File: src/rtl/core/order_command_line_parser_core_assert.svh
// Assertion macros used by the parser core RTL.
`ifndef ORDER_COMMAND_LINE_PARSER_CORE_ASSERT_SVH
`define ORDER_COMMAND_LINE_PARSER_CORE_ASSERT_SVH
`ifndef NO_ASSERTIONS
`define OCP_ASSERT(lbl, clk, rst, prop, msg) \
  lbl: assert property (@(posedge clk) disable iff (rst) (prop)) else $error(msg);
`define OCP_ASSERT_NEXT(lbl, clk, rst, ante, cons, msg) \
  lbl: assert property (@(posedge clk) disable iff (rst) (ante) |=> (cons)) else $error(msg);
`else
`define OCP_ASSERT(lbl, clk, rst, prop, msg)
`define OCP_ASSERT_NEXT(lbl, clk, rst, ante, cons, msg)
`endif
`endif

File: src/rtl/core/ocp_pkg.sv
// ----------------------------------------------------------------------------
// ocp_pkg
// Codes, keyword tables and per-command argument roles of the order parser.
// ----------------------------------------------------------------------------
package ocp_pkg;

  localparam int ID_BITS_DEF    = 32;
  localparam int VALUE_BITS_DEF = 48;

  localparam logic [2:0] CMD_PING   = 3'd0;
  localparam logic [2:0] CMD_QUOTE  = 3'd1;
  localparam logic [2:0] CMD_NEW    = 3'd2;
  localparam logic [2:0] CMD_CANCEL = 3'd3;
  localparam logic [2:0] CMD_MODIFY = 3'd4;
  localparam logic [2:0] CMD_NONE   = 3'd7;

  localparam logic [3:0] ST_OK         = 4'd0;
  localparam logic [3:0] ST_EMPTY      = 4'd1;
  localparam logic [3:0] ST_NO_TOKENS  = 4'd2;
  localparam logic [3:0] ST_MISSING    = 4'd3;
  localparam logic [3:0] ST_BAD_INSTR  = 4'd4;
  localparam logic [3:0] ST_BAD_TRADER = 4'd5;
  localparam logic [3:0] ST_BAD_SIDE   = 4'd6;
  localparam logic [3:0] ST_BAD_PRICE  = 4'd7;
  localparam logic [3:0] ST_BAD_QTY    = 4'd8;
  localparam logic [3:0] ST_BAD_TIF    = 4'd9;
  localparam logic [3:0] ST_BAD_ORDER  = 4'd10;
  localparam logic [3:0] ST_UNKNOWN    = 4'd11;

  localparam logic [1:0] TIF_GTC = 2'd0;
  localparam logic [1:0] TIF_IOC = 2'd1;
  localparam logic [1:0] TIF_FOK = 2'd2;

  // Keyword slots: command keywords, then the time-in-force words.
  localparam logic [2:0] KW_IOC = 3'd5;
  localparam logic [2:0] KW_FOK = 3'd6;
  localparam logic [2:0] KW_GTC = 3'd7;

  typedef enum logic [3:0] {
    ROLE_NONE, ROLE_INSTR, ROLE_TRADER, ROLE_SIDE, ROLE_PRICE_U,
    ROLE_QTY, ROLE_TIF, ROLE_ORDER, ROLE_PRICE_S
  } role_t;

  // Summary of the token held by the scanner, used when it closes.
  typedef struct packed {
    logic       close;
    logic [2:0] pos;
    logic [7:0] cand;
    logic       bad;
    logic       neg;
    logic       dig;
    logic       big;
  } tok_t;

  function automatic logic [2:0] kw_len(input logic [2:0] idx);
    logic [2:0] l;
    unique case (idx)
      3'd0:    l = 3'd4;
      3'd1:    l = 3'd5;
      3'd2:    l = 3'd3;
      3'd3:    l = 3'd6;
      3'd4:    l = 3'd6;
      default: l = 3'd3;
    endcase
    return l;
  endfunction

  function automatic logic [7:0] kw_char(input logic [2:0] idx, input logic [2:0] pos);
    logic [47:0] w;
    logic [47:0] s;
    unique case (idx)
      3'd0:    w = {"PING", 16'h0};
      3'd1:    w = {"QUOTE", 8'h0};
      3'd2:    w = {"NEW", 24'h0};
      3'd3:    w = "CANCEL";
      3'd4:    w = "MODIFY";
      3'd5:    w = {"IOC", 24'h0};
      3'd6:    w = {"FOK", 24'h0};
      default: w = {"GTC", 24'h0};
    endcase
    s = w << {pos, 3'b000};
    return (pos > 3'd5) ? 8'h00 : s[47:40];
  endfunction

  function automatic logic [2:0] cmd_need(input logic [2:0] cmd);
    logic [2:0] n;
    unique case (cmd)
      CMD_PING:   n = 3'd1;
      CMD_QUOTE:  n = 3'd2;
      CMD_NEW:    n = 3'd6;
      CMD_CANCEL: n = 3'd3;
      default:    n = 3'd5;
    endcase
    return n;
  endfunction

  function automatic role_t role_of(input logic [2:0] cmd, input logic [2:0] idx);
    role_t r;
    r = ROLE_NONE;
    if (idx == 3'd1 && cmd != CMD_PING) begin
      r = ROLE_INSTR;
    end else if (cmd == CMD_NEW) begin
      unique case (idx)
        3'd2:    r = ROLE_TRADER;
        3'd3:    r = ROLE_SIDE;
        3'd4:    r = ROLE_PRICE_U;
        3'd5:    r = ROLE_QTY;
        3'd6:    r = ROLE_TIF;
        default: r = ROLE_NONE;
      endcase
    end else if (cmd == CMD_CANCEL || cmd == CMD_MODIFY) begin
      unique case (idx)
        3'd2:    r = ROLE_ORDER;
        3'd3:    r = (cmd == CMD_MODIFY) ? ROLE_QTY : ROLE_NONE;
        3'd4:    r = (cmd == CMD_MODIFY) ? ROLE_PRICE_S : ROLE_NONE;
        default: r = ROLE_NONE;
      endcase
    end
    return r;
  endfunction

  function automatic logic [3:0] role_err(input role_t r);
    logic [3:0] e;
    unique case (r)
      ROLE_INSTR:   e = ST_BAD_INSTR;
      ROLE_TRADER:  e = ST_BAD_TRADER;
      ROLE_SIDE:    e = ST_BAD_SIDE;
      ROLE_PRICE_U: e = ST_BAD_PRICE;
      ROLE_QTY:     e = ST_BAD_QTY;
      ROLE_TIF:     e = ST_BAD_TIF;
      ROLE_ORDER:   e = ST_BAD_ORDER;
      ROLE_PRICE_S: e = ST_BAD_PRICE;
      default:      e = ST_OK;
    endcase
    return e;
  endfunction

endpackage

File: src/rtl/core/ocp_in_if.sv
// ----------------------------------------------------------------------------
// ocp_in_if
// Byte channel carrying one command character or an end-of-line mark.
// ----------------------------------------------------------------------------
interface ocp_in_if;
  logic       valid;
  logic       ready;
  logic [7:0] data_byte;
  logic       end_of_line;

  modport source (output valid, data_byte, end_of_line, input ready);
  modport sink (input valid, data_byte, end_of_line, output ready);
endinterface

File: src/rtl/core/ocp_out_if.sv
// ----------------------------------------------------------------------------
// ocp_out_if
// Record channel carrying one parsed command per line.
// ----------------------------------------------------------------------------
interface ocp_out_if #(
  parameter int ID_BITS    = 32,
  parameter int VALUE_BITS = 48
);
  logic                         valid;
  logic                         ready;
  logic [3:0]                   status;
  logic [2:0]                   command;
  logic [ID_BITS-1:0]           instrument;
  logic [ID_BITS-1:0]           trader;
  logic                         sell_side;
  logic signed [VALUE_BITS-1:0] price_ticks;
  logic [VALUE_BITS-2:0]        quantity;
  logic [1:0]                   time_in_force;
  logic [ID_BITS-1:0]           order_ref;

  modport source (output valid, status, command, instrument, trader, sell_side,
                  price_ticks, quantity, time_in_force, order_ref, input ready);
  modport sink (input valid, status, command, instrument, trader, sell_side,
                price_ticks, quantity, time_in_force, order_ref, output ready);
endinterface

File: src/rtl/core/order_command_line_parser_core.sv
// ----------------------------------------------------------------------------
// order_command_line_parser_core
// Parses text order commands byte by byte and emits one record per line.
// ----------------------------------------------------------------------------
// Channel  | Direction | Word
// cmd_in   | sink      | data_byte, end_of_line
// rec_out  | source    | status, command, ids, side, price, quantity, tif
//
// One word is taken every cycle unless an end-of-line word is held back by a
// stalled record; a word sits in the input register while the scan/line logic
// works on it. The line state and, for an end-of-line word, the output
// register are loaded as the word leaves the input register.
// Reset is synchronous and clears the line state.
// A stalled record holds back only an end-of-line word; character words
// keep flowing while it waits.
`include "order_command_line_parser_core_assert.svh"

module order_command_line_parser_core
  import ocp_pkg::*;
#(
  parameter int ID_BITS    = ID_BITS_DEF,
  parameter int VALUE_BITS = VALUE_BITS_DEF
) (
  input logic         clk,
  input logic         rst,
  ocp_in_if.sink      cmd_in,
  ocp_out_if.source   rec_out
);

  localparam int ACC_BITS = (ID_BITS > VALUE_BITS) ? ID_BITS : VALUE_BITS;

  logic                         in_v;
  logic [7:0]                   in_byte;
  logic                         in_eol;
  logic                         step;
  logic                         out_v;
  tok_t                         tok;
  logic [ACC_BITS-1:0]          acc;
  logic [3:0]                   r_status;
  logic [2:0]                   r_command;
  logic [ID_BITS-1:0]           r_instr, r_trader, r_order;
  logic                         r_side;
  logic signed [VALUE_BITS-1:0] r_price;
  logic [VALUE_BITS-2:0]        r_qty;
  logic [1:0]                   r_tif;

  assign step         = in_v && (!in_eol || !out_v || rec_out.ready);
  assign cmd_in.ready = !in_v || step;

  always_ff @(posedge clk) begin
    if (rst) begin
      in_v <= 1'b0;
    end else if (cmd_in.valid && cmd_in.ready) begin
      in_v <= 1'b1;
    end else if (step) begin
      in_v <= 1'b0;
    end
  end

  always_ff @(posedge clk) begin
    if (cmd_in.valid && cmd_in.ready) begin
      in_byte <= cmd_in.data_byte;
      in_eol  <= cmd_in.end_of_line;
    end
  end

  ocp_scan #(.ACC_BITS(ACC_BITS)) u_scan (
    .clk(clk), .rst(rst), .step(step), .data_byte(in_byte), .end_of_line(in_eol),
    .tok(tok), .acc(acc)
  );

  ocp_line #(.ID_BITS(ID_BITS), .VALUE_BITS(VALUE_BITS), .ACC_BITS(ACC_BITS)) u_line (
    .clk(clk), .rst(rst), .step(step), .end_of_line(in_eol), .tok(tok), .acc(acc),
    .status(r_status), .command(r_command), .instrument(r_instr), .trader(r_trader),
    .sell_side(r_side), .price_ticks(r_price), .quantity(r_qty),
    .time_in_force(r_tif), .order_ref(r_order)
  );

  always_ff @(posedge clk) begin
    if (rst) begin
      out_v <= 1'b0;
    end else if (step && in_eol) begin
      out_v <= 1'b1;
    end else if (rec_out.ready) begin
      out_v <= 1'b0;
    end
  end

  always_ff @(posedge clk) begin
    if (step && in_eol) begin
      rec_out.status        <= r_status;
      rec_out.command       <= r_command;
      rec_out.instrument    <= r_instr;
      rec_out.trader        <= r_trader;
      rec_out.sell_side     <= r_side;
      rec_out.price_ticks   <= r_price;
      rec_out.quantity      <= r_qty;
      rec_out.time_in_force <= r_tif;
      rec_out.order_ref     <= r_order;
    end
  end

  assign rec_out.valid = out_v;

  `OCP_ASSERT_NEXT(a_eol_gives_record, clk, rst, step && in_eol, out_v, "end of line lost its record")
  `OCP_ASSERT_NEXT(a_no_phantom, clk, rst, out_v && rec_out.ready && !(step && in_eol), !out_v, "record repeated")
  `OCP_ASSERT(a_ok_cmd, clk, rst, !(out_v && rec_out.status == ST_OK) || rec_out.command <= CMD_MODIFY, "ok record with bad command")
  `OCP_ASSERT(a_eol_stall, clk, rst, !(in_v && in_eol && out_v && !rec_out.ready) || !step, "end of line overran record")

endmodule

File: src/rtl/core/ocp_scan.sv
// ----------------------------------------------------------------------------
// ocp_scan
// Token scanner: keyword candidate tracking and decimal accumulation.
// ----------------------------------------------------------------------------
module ocp_scan
  import ocp_pkg::*;
#(
  parameter int ACC_BITS = 48
) (
  input  logic                clk,
  input  logic                rst,
  input  logic                step,
  input  logic [7:0]          data_byte,
  input  logic                end_of_line,
  output tok_t                tok,
  output logic [ACC_BITS-1:0] acc
);

  logic                in_token;
  logic [2:0]          pos;
  logic [7:0]          cand;
  logic                bad, neg, dig, big;

  logic                is_space, fresh;
  logic [7:0]          up;
  logic [2:0]          bpos;
  logic [7:0]          bcand;
  logic [ACC_BITS-1:0] bacc;
  logic                bbad, bneg, bdig, bbig;
  logic [7:0]          cand_next;
  logic [ACC_BITS-1:0] acc_next;
  logic                bad_next, neg_next, dig_next, big_next;
  logic [2:0]          pos_next;
  logic [ACC_BITS+3:0] prod;

  always_comb begin
    is_space = (data_byte == 8'd32) || (data_byte >= 8'd9 && data_byte <= 8'd13);
    up       = (data_byte >= "a" && data_byte <= "z") ? data_byte - 8'd32 : data_byte;
    fresh    = !in_token;
    bpos     = fresh ? 3'd0 : pos;
    bcand    = fresh ? 8'hFF : cand;
    bacc     = fresh ? '0 : acc;
    bbad     = fresh ? 1'b0 : bad;
    bneg     = fresh ? 1'b0 : neg;
    bdig     = fresh ? 1'b0 : dig;
    bbig     = fresh ? 1'b0 : big;
    for (int i = 0; i < 8; i++) begin
      cand_next[i] = bcand[i] && (bpos < kw_len(3'(i))) && (kw_char(3'(i), bpos) == up);
    end
    // Times ten by shift and add; any carry into the top bits exceeds every field.
    prod = {1'b0, bacc, 3'b000} + {3'b000, bacc, 1'b0} + (ACC_BITS+4)'(data_byte[3:0]);
    acc_next = bacc;
    bad_next = bbad;
    neg_next = bneg;
    dig_next = bdig;
    big_next = bbig;
    if (data_byte == "-" && bpos == 3'd0) begin
      neg_next = 1'b1;
    end else if (data_byte >= "0" && data_byte <= "9") begin
      dig_next = 1'b1;
      if (!bbig) begin
        if (prod[ACC_BITS+3:ACC_BITS] != 4'd0) begin
          big_next = 1'b1;
        end else begin
          acc_next = prod[ACC_BITS-1:0];
        end
      end
    end else begin
      bad_next = 1'b1;
    end
    pos_next = (bpos == 3'd7) ? bpos : bpos + 3'd1;
  end

  always_ff @(posedge clk) begin
    if (rst) begin
      in_token <= 1'b0;
      pos      <= 3'd0;
      cand     <= 8'hFF;
      acc      <= '0;
      bad      <= 1'b0;
      neg      <= 1'b0;
      dig      <= 1'b0;
      big      <= 1'b0;
    end else if (step) begin
      if (end_of_line) begin
        in_token <= 1'b0;
        pos      <= 3'd0;
        cand     <= 8'hFF;
        acc      <= '0;
        bad      <= 1'b0;
        neg      <= 1'b0;
        dig      <= 1'b0;
        big      <= 1'b0;
      end else if (is_space) begin
        in_token <= 1'b0;
      end else begin
        in_token <= 1'b1;
        pos      <= pos_next;
        cand     <= cand_next;
        acc      <= acc_next;
        bad      <= bad_next;
        neg      <= neg_next;
        dig      <= dig_next;
        big      <= big_next;
      end
    end
  end

  always_comb begin
    tok.close = step && in_token && (end_of_line || is_space);
    tok.pos   = pos;
    tok.cand  = cand;
    tok.bad   = bad;
    tok.neg   = neg;
    tok.dig   = dig;
    tok.big   = big;
  end

endmodule

File: src/rtl/core/ocp_line.sv
// ----------------------------------------------------------------------------
// ocp_line
// Line state: keyword decode, argument checks, staged fields and the record.
// ----------------------------------------------------------------------------
module ocp_line
  import ocp_pkg::*;
#(
  parameter int ID_BITS    = 32,
  parameter int VALUE_BITS = 48,
  parameter int ACC_BITS   = 48
) (
  input  logic                         clk,
  input  logic                         rst,
  input  logic                         step,
  input  logic                         end_of_line,
  input  tok_t                         tok,
  input  logic [ACC_BITS-1:0]          acc,
  output logic [3:0]                   status,
  output logic [2:0]                   command,
  output logic [ID_BITS-1:0]           instrument,
  output logic [ID_BITS-1:0]           trader,
  output logic                         sell_side,
  output logic signed [VALUE_BITS-1:0] price_ticks,
  output logic [VALUE_BITS-2:0]        quantity,
  output logic [1:0]                   time_in_force,
  output logic [ID_BITS-1:0]           order_ref
);

  localparam logic [ACC_BITS-1:0] ID_MAX = ACC_BITS'({ID_BITS{1'b1}});
  localparam logic [ACC_BITS-1:0] V_MAX  = ACC_BITS'({(VALUE_BITS-1){1'b1}});

  logic                  has_bytes;
  logic [2:0]            cnt;
  logic [2:0]            cmd;
  logic [3:0]            err;
  logic [1:0]            tif;
  logic [ID_BITS-1:0]    f_instr, f_trader, f_order;
  logic                  f_side;
  logic [VALUE_BITS-1:0] f_price;
  logic [VALUE_BITS-2:0] f_qty;

  logic [2:0]            cnt_next, cmd_next;
  logic [3:0]            err_next;
  logic [1:0]            tif_next;
  logic [ID_BITS-1:0]    instr_next, trader_next, order_next;
  logic                  side_next;
  logic [VALUE_BITS-1:0] price_next;
  logic [VALUE_BITS-2:0] qty_next;

  role_t                 role;
  logic                  plain, ok, found;
  logic [ACC_BITS-1:0]   neg_acc;

  always_comb begin
    cnt_next    = cnt;
    cmd_next    = cmd;
    err_next    = err;
    tif_next    = tif;
    instr_next  = f_instr;
    trader_next = f_trader;
    order_next  = f_order;
    side_next   = f_side;
    price_next  = f_price;
    qty_next    = f_qty;
    found       = 1'b0;
    ok          = 1'b1;
    plain       = !tok.bad && !tok.big && tok.dig;
    neg_acc     = '0 - acc;
    role        = role_of(cmd, cnt);
    if (tok.close) begin
      if (cnt == 3'd0) begin
        for (int i = 0; i < 5; i++) begin
          if (!found && tok.cand[i] && tok.pos == kw_len(3'(i))) begin
            found    = 1'b1;
            cmd_next = 3'(i);
          end
        end
      end else if (cnt != 3'd7 && cmd != CMD_NONE) begin
        unique case (role)
          ROLE_INSTR, ROLE_TRADER, ROLE_ORDER: begin
            ok = plain && !tok.neg && acc <= ID_MAX;
            if (ok) begin
              if (role == ROLE_INSTR) instr_next = acc[ID_BITS-1:0];
              else if (role == ROLE_TRADER) trader_next = acc[ID_BITS-1:0];
              else order_next = acc[ID_BITS-1:0];
            end
          end
          ROLE_SIDE: begin
            ok = !tok.bad && !tok.neg && tok.dig;
            if (ok) side_next = tok.big || (acc != '0);
          end
          ROLE_PRICE_U, ROLE_QTY: begin
            ok = plain && !tok.neg && acc <= V_MAX;
            if (ok) begin
              if (role == ROLE_QTY) qty_next = acc[VALUE_BITS-2:0];
              else price_next = acc[VALUE_BITS-1:0];
            end
          end
          ROLE_PRICE_S: begin
            ok = plain && (tok.neg ? acc <= V_MAX + ACC_BITS'(1) : acc <= V_MAX);
            if (ok) price_next = tok.neg ? neg_acc[VALUE_BITS-1:0] : acc[VALUE_BITS-1:0];
          end
          ROLE_TIF: begin
            priority if (tok.cand[KW_IOC] && tok.pos == kw_len(KW_IOC)) begin
              tif_next = TIF_IOC;
            end else if (tok.cand[KW_FOK] && tok.pos == kw_len(KW_FOK)) begin
              tif_next = TIF_FOK;
            end else if (tok.cand[KW_GTC] && tok.pos == kw_len(KW_GTC)) begin
              tif_next = TIF_GTC;
            end else begin
              ok = 1'b0;
            end
          end
          default: ok = 1'b1;
        endcase
        if (!ok && err == ST_OK) err_next = role_err(role);
      end
      if (cnt != 3'd7) cnt_next = cnt + 3'd1;
    end
  end

  // Record as seen by an end-of-line word, after closing any open token.
  always_comb begin
    priority if (!has_bytes) begin
      status = ST_EMPTY;
    end else if (cnt_next == 3'd0) begin
      status = ST_NO_TOKENS;
    end else if (cmd_next == CMD_NONE) begin
      status = ST_UNKNOWN;
    end else if (cnt_next < cmd_need(cmd_next)) begin
      status = ST_MISSING;
    end else begin
      status = err_next;
    end
    command       = (cmd_next == CMD_NONE) ? CMD_PING : cmd_next;
    instrument    = (status == ST_OK) ? instr_next : '0;
    trader        = (status == ST_OK) ? trader_next : '0;
    sell_side     = (status == ST_OK) && side_next;
    price_ticks   = (status == ST_OK) ? price_next : '0;
    quantity      = (status == ST_OK) ? qty_next : '0;
    time_in_force = (status == ST_OK) ? tif_next : TIF_GTC;
    order_ref     = (status == ST_OK) ? order_next : '0;
  end

  always_ff @(posedge clk) begin
    if (rst) begin
      has_bytes <= 1'b0;
      cnt       <= 3'd0;
      cmd       <= CMD_NONE;
      err       <= ST_OK;
      tif       <= TIF_GTC;
      f_instr   <= '0;
      f_trader  <= '0;
      f_order   <= '0;
      f_side    <= 1'b0;
      f_price   <= '0;
      f_qty     <= '0;
    end else if (step) begin
      if (end_of_line) begin
        has_bytes <= 1'b0;
        cnt       <= 3'd0;
        cmd       <= CMD_NONE;
        err       <= ST_OK;
        tif       <= TIF_GTC;
        f_instr   <= '0;
        f_trader  <= '0;
        f_order   <= '0;
        f_side    <= 1'b0;
        f_price   <= '0;
        f_qty     <= '0;
      end else begin
        has_bytes <= 1'b1;
        cnt       <= cnt_next;
        cmd       <= cmd_next;
        err       <= err_next;
        tif       <= tif_next;
        f_instr   <= instr_next;
        f_trader  <= trader_next;
        f_order   <= order_next;
        f_side    <= side_next;
        f_price   <= price_next;
        f_qty     <= qty_next;
      end
    end
  end

endmodule
File: src/flat_wrapper.sv
// flat-port wrapper written by rule: the top's interface ports become plain ports
module order_command_line_parser_core_flat import ocp_pkg::*;
#(
  parameter int ID_BITS    = ID_BITS_DEF,
  parameter int VALUE_BITS = VALUE_BITS_DEF
)
  (clk, rst, cmd_in_valid, cmd_in_data_byte, cmd_in_end_of_line, cmd_in_ready, rec_out_valid, rec_out_status, rec_out_command, rec_out_instrument, rec_out_trader, rec_out_sell_side, rec_out_price_ticks, rec_out_quantity, rec_out_time_in_force, rec_out_order_ref, rec_out_ready);
  ocp_in_if cmd_in_i ();
  ocp_out_if #(.ID_BITS(ID_BITS), .VALUE_BITS(VALUE_BITS)) rec_out_i ();
  input logic clk;
  input logic rst;
  input wire logic [$bits(cmd_in_i.valid)-1:0] cmd_in_valid;
  input wire logic [$bits(cmd_in_i.data_byte)-1:0] cmd_in_data_byte;
  input wire logic [$bits(cmd_in_i.end_of_line)-1:0] cmd_in_end_of_line;
  output wire logic [$bits(cmd_in_i.ready)-1:0] cmd_in_ready;
  output wire logic [$bits(rec_out_i.valid)-1:0] rec_out_valid;
  output wire logic [$bits(rec_out_i.status)-1:0] rec_out_status;
  output wire logic [$bits(rec_out_i.command)-1:0] rec_out_command;
  output wire logic [$bits(rec_out_i.instrument)-1:0] rec_out_instrument;
  output wire logic [$bits(rec_out_i.trader)-1:0] rec_out_trader;
  output wire logic [$bits(rec_out_i.sell_side)-1:0] rec_out_sell_side;
  output wire logic [$bits(rec_out_i.price_ticks)-1:0] rec_out_price_ticks;
  output wire logic [$bits(rec_out_i.quantity)-1:0] rec_out_quantity;
  output wire logic [$bits(rec_out_i.time_in_force)-1:0] rec_out_time_in_force;
  output wire logic [$bits(rec_out_i.order_ref)-1:0] rec_out_order_ref;
  input wire logic [$bits(rec_out_i.ready)-1:0] rec_out_ready;
  assign cmd_in_i.valid = cmd_in_valid;
  assign cmd_in_i.data_byte = cmd_in_data_byte;
  assign cmd_in_i.end_of_line = cmd_in_end_of_line;
  assign cmd_in_ready = cmd_in_i.ready;
  assign rec_out_valid = rec_out_i.valid;
  assign rec_out_status = rec_out_i.status;
  assign rec_out_command = rec_out_i.command;
  assign rec_out_instrument = rec_out_i.instrument;
  assign rec_out_trader = rec_out_i.trader;
  assign rec_out_sell_side = rec_out_i.sell_side;
  assign rec_out_price_ticks = rec_out_i.price_ticks;
  assign rec_out_quantity = rec_out_i.quantity;
  assign rec_out_time_in_force = rec_out_i.time_in_force;
  assign rec_out_order_ref = rec_out_i.order_ref;
  assign rec_out_i.ready = rec_out_ready;
  order_command_line_parser_core #(.ID_BITS(ID_BITS), .VALUE_BITS(VALUE_BITS)) u_core (.clk(clk), .rst(rst), .cmd_in(cmd_in_i), .rec_out(rec_out_i));
endmodule
File: config.mk
export PLATFORM = sky130hd
export DESIGN_NAME = order_command_line_parser_core_flat
export DESIGN_NICKNAME = d
export VERILOG_FILES = /design/src/rtl/core/ocp_pkg.sv /design/src/rtl/core/ocp_in_if.sv /design/src/rtl/core/ocp_out_if.sv /design/src/rtl/core/order_command_line_parser_core.sv /design/src/rtl/core/ocp_scan.sv /design/src/rtl/core/ocp_line.sv /design/src/flat_wrapper.sv
export VERILOG_INCLUDE_DIRS = /design/src /design/src/rtl/core
export SDC_FILE = /design/constraint.sdc
export NUM_CORES = 1
export LEC_CHECK = 0
export ABC_AREA = 1
export BUFFER_PORTS_ARGS = -buffer_cell sky130_fd_sc_hd__buf_2
export CAP_MARGIN = 20
export CORE_MARGIN = 4
export CORE_UTILIZATION = 35
export CTS_CLUSTER_DIAMETER = 120
export DETAILED_ROUTE_END_ITERATION = 8
export GPL_ROUTABILITY_DRIVEN = 1
export HOLD_SLACK_MARGIN = 0.02
export SLEW_MARGIN = 20
export SYNTH_ARGS = -nofsm -noshare
export SYNTH_HDL_FRONTEND = slang
export SYNTH_SLANG_ARGS = --single-unit
File: constraint.sdc
create_clock -name clk -period 8.2 [get_ports clk]
set_input_delay 1.64 -clock clk [delete_from_list [all_inputs] [get_ports clk]]
set_output_delay 1.64 -clock clk [all_outputs]
set_load 0.005 [all_outputs]
==> results.md, run 1 <==
* H-tree depth at 2
* CP max-delay cell: dfxtp_2
* Number of DRC markers in iteration 0 at 2717
* Top Layer Used: met4
* Fin. max-slew vios at 0
* Dominant synthesized flop cell: dfxtp_1
* Avg Inst Size Synth at 7.328 µm²
* First-pass GRT wire length at 151800 µm
* Lkg Pwr at 13.95 nW
* Crit path buffers/inverters at 4
* Initial antenna violation count at 5
* Internal power at 4.033 mW
* Achievable Freq at 193.0 MHz
* Combinational Power Share at 3.4%
* Clk buf depth at 3
* Initial core utilization at 35.49%
* CTS Buf Count at 55
* GPL Wtd Cong at 1.013
* Peak supply drop at 0.0001902 V
* Clock power share at 48.6%
* CP arrival at 5.72 ns
* Via count at 27960
* Chip Height at 302.8 µm
* Psw at 1.246 mW
* Max_slew headroom at 33.77%
* CP Cell Sequence: buf_4 > nand2_1 > inv_1 > ha_1 > ha_1 > nand2_1 > nor3_1 > nand2_1 > nor3_1 > nand3_1 > nand4_1 > nand2_1 > nor2_2 > buf_4 > nand3_2 > inv_2 > nand3_1 > nand2_1 > nand3_1 > a21oi_1
* Share of the clock period used by the worst path at 63.20%
* TNS Setup at 0 ns
* Fin nets at 4377
* Antenna Nets Post-Route at 0
* Crit start category: register
* Worst path top cell family by delay: simple AND/OR/NAND/NOR gates
* Worst Tran Pin Value at 0.9904 ns
* Cell count after synthesis at 4150
* Area of the multi-input gates at 15360 µm²
* Root buf cell: clkbuf_16
* TritonRoute pass-1 iters at 6
* Grt ovf at 0
* Post-cts resize count at 0
* IO Port Bufs at 215
* Power Density at 154.5 nW/µm²
* DR DRC count at 0
* Routed WL at 99590 µm
* Sequential area share after synthesis at 38.57%
* Die area at 91670 µm²
* Hold-fix buffers, CTS at 0
* Syn-to-layout area delta at 12.34%
* EDFF count, synth at 210
* Met2 WL at 45740 µm
* Antenna diode count at 0
* Area leader, netlist: edfxtp_1
* Met3 wire length at 6544 µm
* Worst hold slack at 0.4632 ns
* Maxcap violations at 0
* Status: complete, no violations
* Die width at 302.8 µm
* Metal1 wirelength at 44030 µm
* Commonest non-fill, non-tap cells in the layout: nand2_1, inv_1, nor2_1
* RSZ-0062 raised after global routing: false
* Skew final at 0.06348 ns
* Final hold vios at 0
* Final setup vio count at 0
* Worst EP required at 8.74 ns
* Post-synth cell types at 57
* Cell Rows at 107
* Worst-Skew Late Latency at 0.66 ns
* Fraction of registers with async set/reset at 0%
* Core Area at 85680 µm²
* Sink Count at 481
* Minimum clock period at 5.182 ns
* Most common cell after layout, fill and taps aside: nand2_1
* Flop pwr share at 48.0%
* CP Class: register to register
* Number of global-route vias before repair at 25780
* Area contributors post-synth: edfxtp_1, dfxtp_1, nand2_1
* Via density at 5.143
* Detailed Place HPWL at 71520 µm
* Synth Cell Area at 30410 µm²
* Ports at 216
* Critical path peak fanout at 33
* YS warnings at 0
* Largest net degree at the start of global routing at 137
* Syn Nets at 4281
* Setup Fix Bufs, Post-CTS at 0
* Layout cells sized above 1 at 14.58%
* Clk slew on worst S/H paths at 0.06 ns
* Most common cell on crit path: nand2_1
* Aggregate global-route resource usage at 21.01%
* Crit path largest cell delay at 0.76 ns
* Worst setup EP type: register
* Area taken by flip-flops and latches at 11730 µm²
* Top cell type's share of synthesized area at 20.74%
* Worst min-delay path category: register to register
* Switch share at 23.60%
* Fillers at 8988
* CTS tree: done
* Count of state elements after synthesis at 481
* Drt wl/cell at 18.32 µm
-- power groups by stage --
stage          clock [mW]  combinational, mW  sequential [mW]
3_5_place_dp            0              0.180             2.59
2_1_floorplan           0              0.115             2.58
4_1_cts              2.62              0.181             2.54
6_report             2.56              0.180             2.54
5_1_grt              2.72              0.196             2.54
3_3_place_gp            0              0.181             2.59
-- cell usage after synthesis (24+ instances only) --
| master | number |
|---|---|
| a21oi_1 | 307 |
| buf_2 | 24 |
| buf_6 | 27 |
| clkbuf_1 | 156 |
| dfxtp_1 | 271 |
| edfxtp_1 | 210 |
| ha_1 | 116 |
| inv_1 | 560 |
| nand2_1 | 989 |
| nand3_1 | 155 |
| nand4_1 | 44 |
| nor2_1 | 320 |
| nor3_1 | 70 |
| nor3_2 | 161 |
| o21ai_0 | 263 |
| o22ai_1 | 132 |
| or2_2 | 49 |
| xor2_1 | 76 |
-- cell type report --
class                   instances  area share (%)
multi-input cells            2851           44.97
clock buffers                  75           4.497
repair buffers                274           4.581
inverters                     583           6.456
well taps                    1144           4.190
clock inverters                29          0.9668
flip-flops and latches        481           34.34
-- kinds of logic (layout without fill, tap and decap cells) --
family / count (synthesis) / in the layout / synth area share (%)
compound gates: 780 / 780 / 14.00
xor+xnor: 89 / 89 / 2.563
fa+ha+maj: 118 / 118 / 4.904
buf+inv: 818 / 961 / 11.11
flops: 481 / 481 / 38.57
mux: 1 / 1 / 0.03291
simple gates: 1863 / 1863 / 28.82
-- routing by layer --
layer  track usage, %  vias to the layer above
met5                0                        -
li1                 -                    13810
met3            2.648                      139
met2            34.64                      886
met4            6.749                        0
met1            28.68                    13130
-- through the flow --
step | setup slack [ns] | total power, mW | utilization, % | instance area (µm²) | instances
after detailed placement | 2.508 | 2.768 | 37.69 | 32290 | 5333
after global placement | 2.515 | 2.769 | 37.69 | 32290 | 5333
after global routing | 2.530 | 5.449 | 39.87 | 34170 | 5437
final | 3.018 | 5.279 | 39.87 | 34170 | 5437
after CTS | 3.111 | 5.334 | 39.87 | 34160 | 5437
after floorplan | 0.8535 | 2.699 | - | 30410 | 4150
-- final timing paths --
| check | cells past startpoint | slack, ns | startpoint | endpoint |
|---|---|---|---|---|
| min | 2 | 0.46 | u_core.u_line.err[3] | u_core.u_line.err[3] |
| max | 20 | 3.02 | u_core.u_scan.in_token | u_core.u_scan.acc[17] |
| max reg2reg | 20 | 3.02 | u_core.u_scan.in_token | u_core.u_scan.acc[17] |
| min reg2reg | 2 | 0.46 | u_core.u_line.err[3] | u_core.u_line.err[3] |
-- registers in the layout (all words and copies together) (netlist names), 47 cells and up --
name / cells
u_core.rec_out.price_ticks: 48
u_core.u_line.f_price: 48
u_core.u_scan.acc: 48
u_core.rec_out.quantity: 47
u_core.u_line.f_qty: 47
-- worst register-to-register path: stages, from the launching register on --
cell	delay (ns)
dfxtp_2	0.76
buf_4	0.48
nand2_1	0.13
inv_1	0.20
ha_1	0.28
ha_1	0.38
nand2_1	0.11
nor3_1	0.21
nand2_1	0.14
nor3_1	0.24
nand3_1	0.21
nand4_1	0.11
nand2_1	0.06
nor2_2	0.07
buf_4	0.33
nand3_2	0.36
inv_2	0.46
nand3_1	0.15
nand2_1	0.18
nand3_1	0.09
a21oi_1	0.12
(Power assumes the default switching activity.)
==> run 2, diff against run 1 <==
- clock period: 8.2 -> 4.75 ns (I/O delays scaled with it)
==> run 2 against run 1 <==
Against the previous run: sequential power grew 72%; sequential cell count is the same; highest routed layer unchanged; largest cell class unchanged; largest power group unchanged; routed wire length shrank 1.5%.
==> results.md, run 2 (synthesis results as in run 1) <==
* Die width at 302.8 µm (unchanged)
* Worst Tran Pin Value at 1.113 ns (was 0.9904 ns)
* Crit path largest cell delay at 0.46 ns (was 0.76 ns)
* Most common cell after layout, fill and taps aside: nand2_1 (unchanged)
* Via density at 5.106 (was 5.143)
* CTS tree: done (unchanged)
* Clk buf depth at 3 (unchanged)
* CP max-delay cell: nand3_4 (was dfxtp_2)
* Aggregate global-route resource usage at 20.82% (was 21.01%)
* Total power at 9.086 mW (was 5.279 mW)
* Largest net degree at the start of global routing at 169 (was 137)
* Number of DRC markers in iteration 0 at 2374 (was 2717)
* Peak supply drop at 0.0002650 V (was 0.0001902 V)
* CTS Buf Count at 55 (unchanged)
* Initial antenna violation count at 2 (was 5)
* Number of global-route vias before repair at 26120 (was 25780)
* RSZ-0062 raised after global routing: false (unchanged)
* Syn-to-layout area delta at 14.00% (was 12.34%)
* Core Area at 85680 µm² (unchanged)
* Lkg Pwr at 14.28 nW (was 13.95 nW)
* GPL Wtd Cong at 1.005 (was 1.013)
* Chip Height at 302.8 µm (unchanged)
* Final hold vios at 0 (unchanged)
* Layout cells sized above 1 at 15.70% (was 14.58%)
* Initial core utilization at 35.49% (unchanged)
* Max_slew headroom at 25.13% (was 33.77%)
* Sink Count at 481 (unchanged)
* Critical path peak fanout at 33 (unchanged)
* Placed cell areas at 32770 µm² (was 32290 µm²)
* Power Density at 262.1 nW/µm² (was 154.5 nW/µm²)
* Routed WL at 98110 µm (was 99590 µm)
* Cell area after layout at 34670 µm² (was 34170 µm²)
* Worst EP required at 5.16 ns (was 8.74 ns)
* Drt wl/cell at 17.87 µm (was 18.32 µm)
* Worst min-delay path category: register to register (unchanged)
* Post-cts resize count at 0 (unchanged)
* Worst hold slack at 0.4616 ns (was 0.4632 ns)
* Share of the clock period used by the worst path at 89.22% (was 63.20%)
* CP Cell Sequence: inv_1 > ha_1 > inv_1 > nor2_1 > nand3_1 > nand2_1 > nor3_2 > inv_1 > ha_1 > o211ai_1 > nand2_1 > nand2_1 > nand3_1 > nor2_1 > nand3_1 > nand2_1 > nand3_1 > nand2_2 > nand3_4 > buf_4 > nor3_1 (was buf_4 > nand2_1 > inv_1 > ha_1 > ha_1 > nand2_1 > nor3_1 > nand2_1 > nor3_1 > nand3_1 > nand4_1 > nand2_1 > nor2_2 > buf_4 > nand3_2 > inv_2 > nand3_1 > nand2_1 > nand3_1 > a21oi_1)
* Achievable Freq at 236.0 MHz (was 193.0 MHz)
* Crit start category: register (unchanged)
* Worst setup EP type: register (unchanged)
* TritonRoute pass-1 iters at 8 (was 6)
* Setup Fix Bufs, Post-CTS at 0 (unchanged)
* Antenna Nets Post-Route at 0 (unchanged)
* Skew final at 0.04444 ns (was 0.06348 ns)
* Detailed Place HPWL at 71330 µm (was 71520 µm)
* Minimum clock period at 4.238 ns (was 5.182 ns)
* Worst-Skew Late Latency at 0.64 ns (was 0.66 ns)
* CP arrival at 4.65 ns (was 5.72 ns)
* Largest registers: u_core.rec_out.price_ticks: 48 flops, u_core.u_line.f_price: 48 flops, u_core.u_scan.acc: 48 flops (unchanged)
* Grt ovf at 0 (unchanged)
* Root buf cell: clkbuf_16 (unchanged)
* Status: complete, no violations (unchanged)
* Final setup vio count at 0 (unchanged)
* Die area at 91670 µm² (unchanged)
* Fin nets at 4428 (was 4377)
* Fin. max-slew vios at 0 (unchanged)
* First-pass GRT wire length at 151500 µm (was 151800 µm)
* Commonest non-fill, non-tap cells in the layout: nand2_1, inv_1, nor2_1 (unchanged)
* Maxcap violations at 0 (unchanged)
* Ports at 216 (unchanged)
* Fillers at 8889 (was 8988)
* IO Port Bufs at 215 (unchanged)
* Hold-fix buffers, CTS at 0 (unchanged)
* Clk slew on worst S/H paths at 0.06 ns (about the same)
* H-tree depth at 2 (unchanged)
* Cell Rows at 107 (unchanged)
* Reg2reg setup slack at 0.51 ns (was 3.02 ns)
* DR DRC count at 0 (unchanged)
* CP Class: register to register (unchanged)
* Via count at 28030 (was 27960)
run 2: cell types whose count changed in the layout (fill, tap and decap cells not counted), moves of 3 or more:
cell,previous run,this run
buf_12,3,9
clkbuf_8,7,10
buf_4,56,101
inv_6,3,0
clkinv_4,3,6
run 2: cell type report:
type | count | area [µm²] | area share (%)
multi-input combinational | 2851 | 15380 | 44.37
sequential | 481 | 11730 | 33.84
inverter | 583 | 2207 | 6.366
timing repair buffer | 325 | 2023 | 5.836
clock buffer | 77 | 1575 | 4.544
tap | 1144 | 1431 | 4.129
clock inverter | 26 | 312.8 | 0.9023
antenna | 2 | 5.005 | 0.01444
run 2: power by group:
part	switching, mW	internal (mW)	total, mW
logic	0.248	0.0709	0.319
registers	0.0288	4.34	4.37
clock network	1.80	2.60	4.40
run 2: metrics by stage:
step	TNS [ns]	utilization, %	setup slack [ns]	std cells
final	0	40.46	0.5123	5489
after global routing	0	40.46	0.09771	5487
after CTS	0	40.45	0.3199	5487
after detailed placement	0	38.25	0.3577	5384
after global placement	0	38.25	0.3906	5384
after floorplan	-36.83	-	-0.6094	4150
run 2: final timing paths:
kind | start | to | cells after the start
setup / recovery | u_core.u_line.cnt[0] | u_core.rec_out.instrument[30] | 21
hold / removal | u_core.u_line.f_qty[43] | u_core.u_line.f_qty[43] | 2
hold reg to reg | u_core.u_line.f_qty[43] | u_core.u_line.f_qty[43] | 2
setup reg to reg | u_core.u_line.cnt[0] | u_core.rec_out.instrument[30] | 21
run 2: worst max-delay path, delay by kind of cell, from the launching register on:
family | cells | cell delay (ns)
flip-flops | 1 | 0.40
AO/OA/AOI/OAI | 1 | 0.26
adder cells (fa/ha/maj) | 2 | 0.51
buffers and inverters | 4 | 0.67
AND/OR/NAND/NOR | 14 | 2.13
run 2: per-layer routing:
metal,track usage [%],up-vias,wire (µm)
li1,-,13910,-
met1,27.90,13090,43150
met2,34.82,876,45950
met3,2.626,147,5749
met4,6.974,0,3255
met5,0,-,0
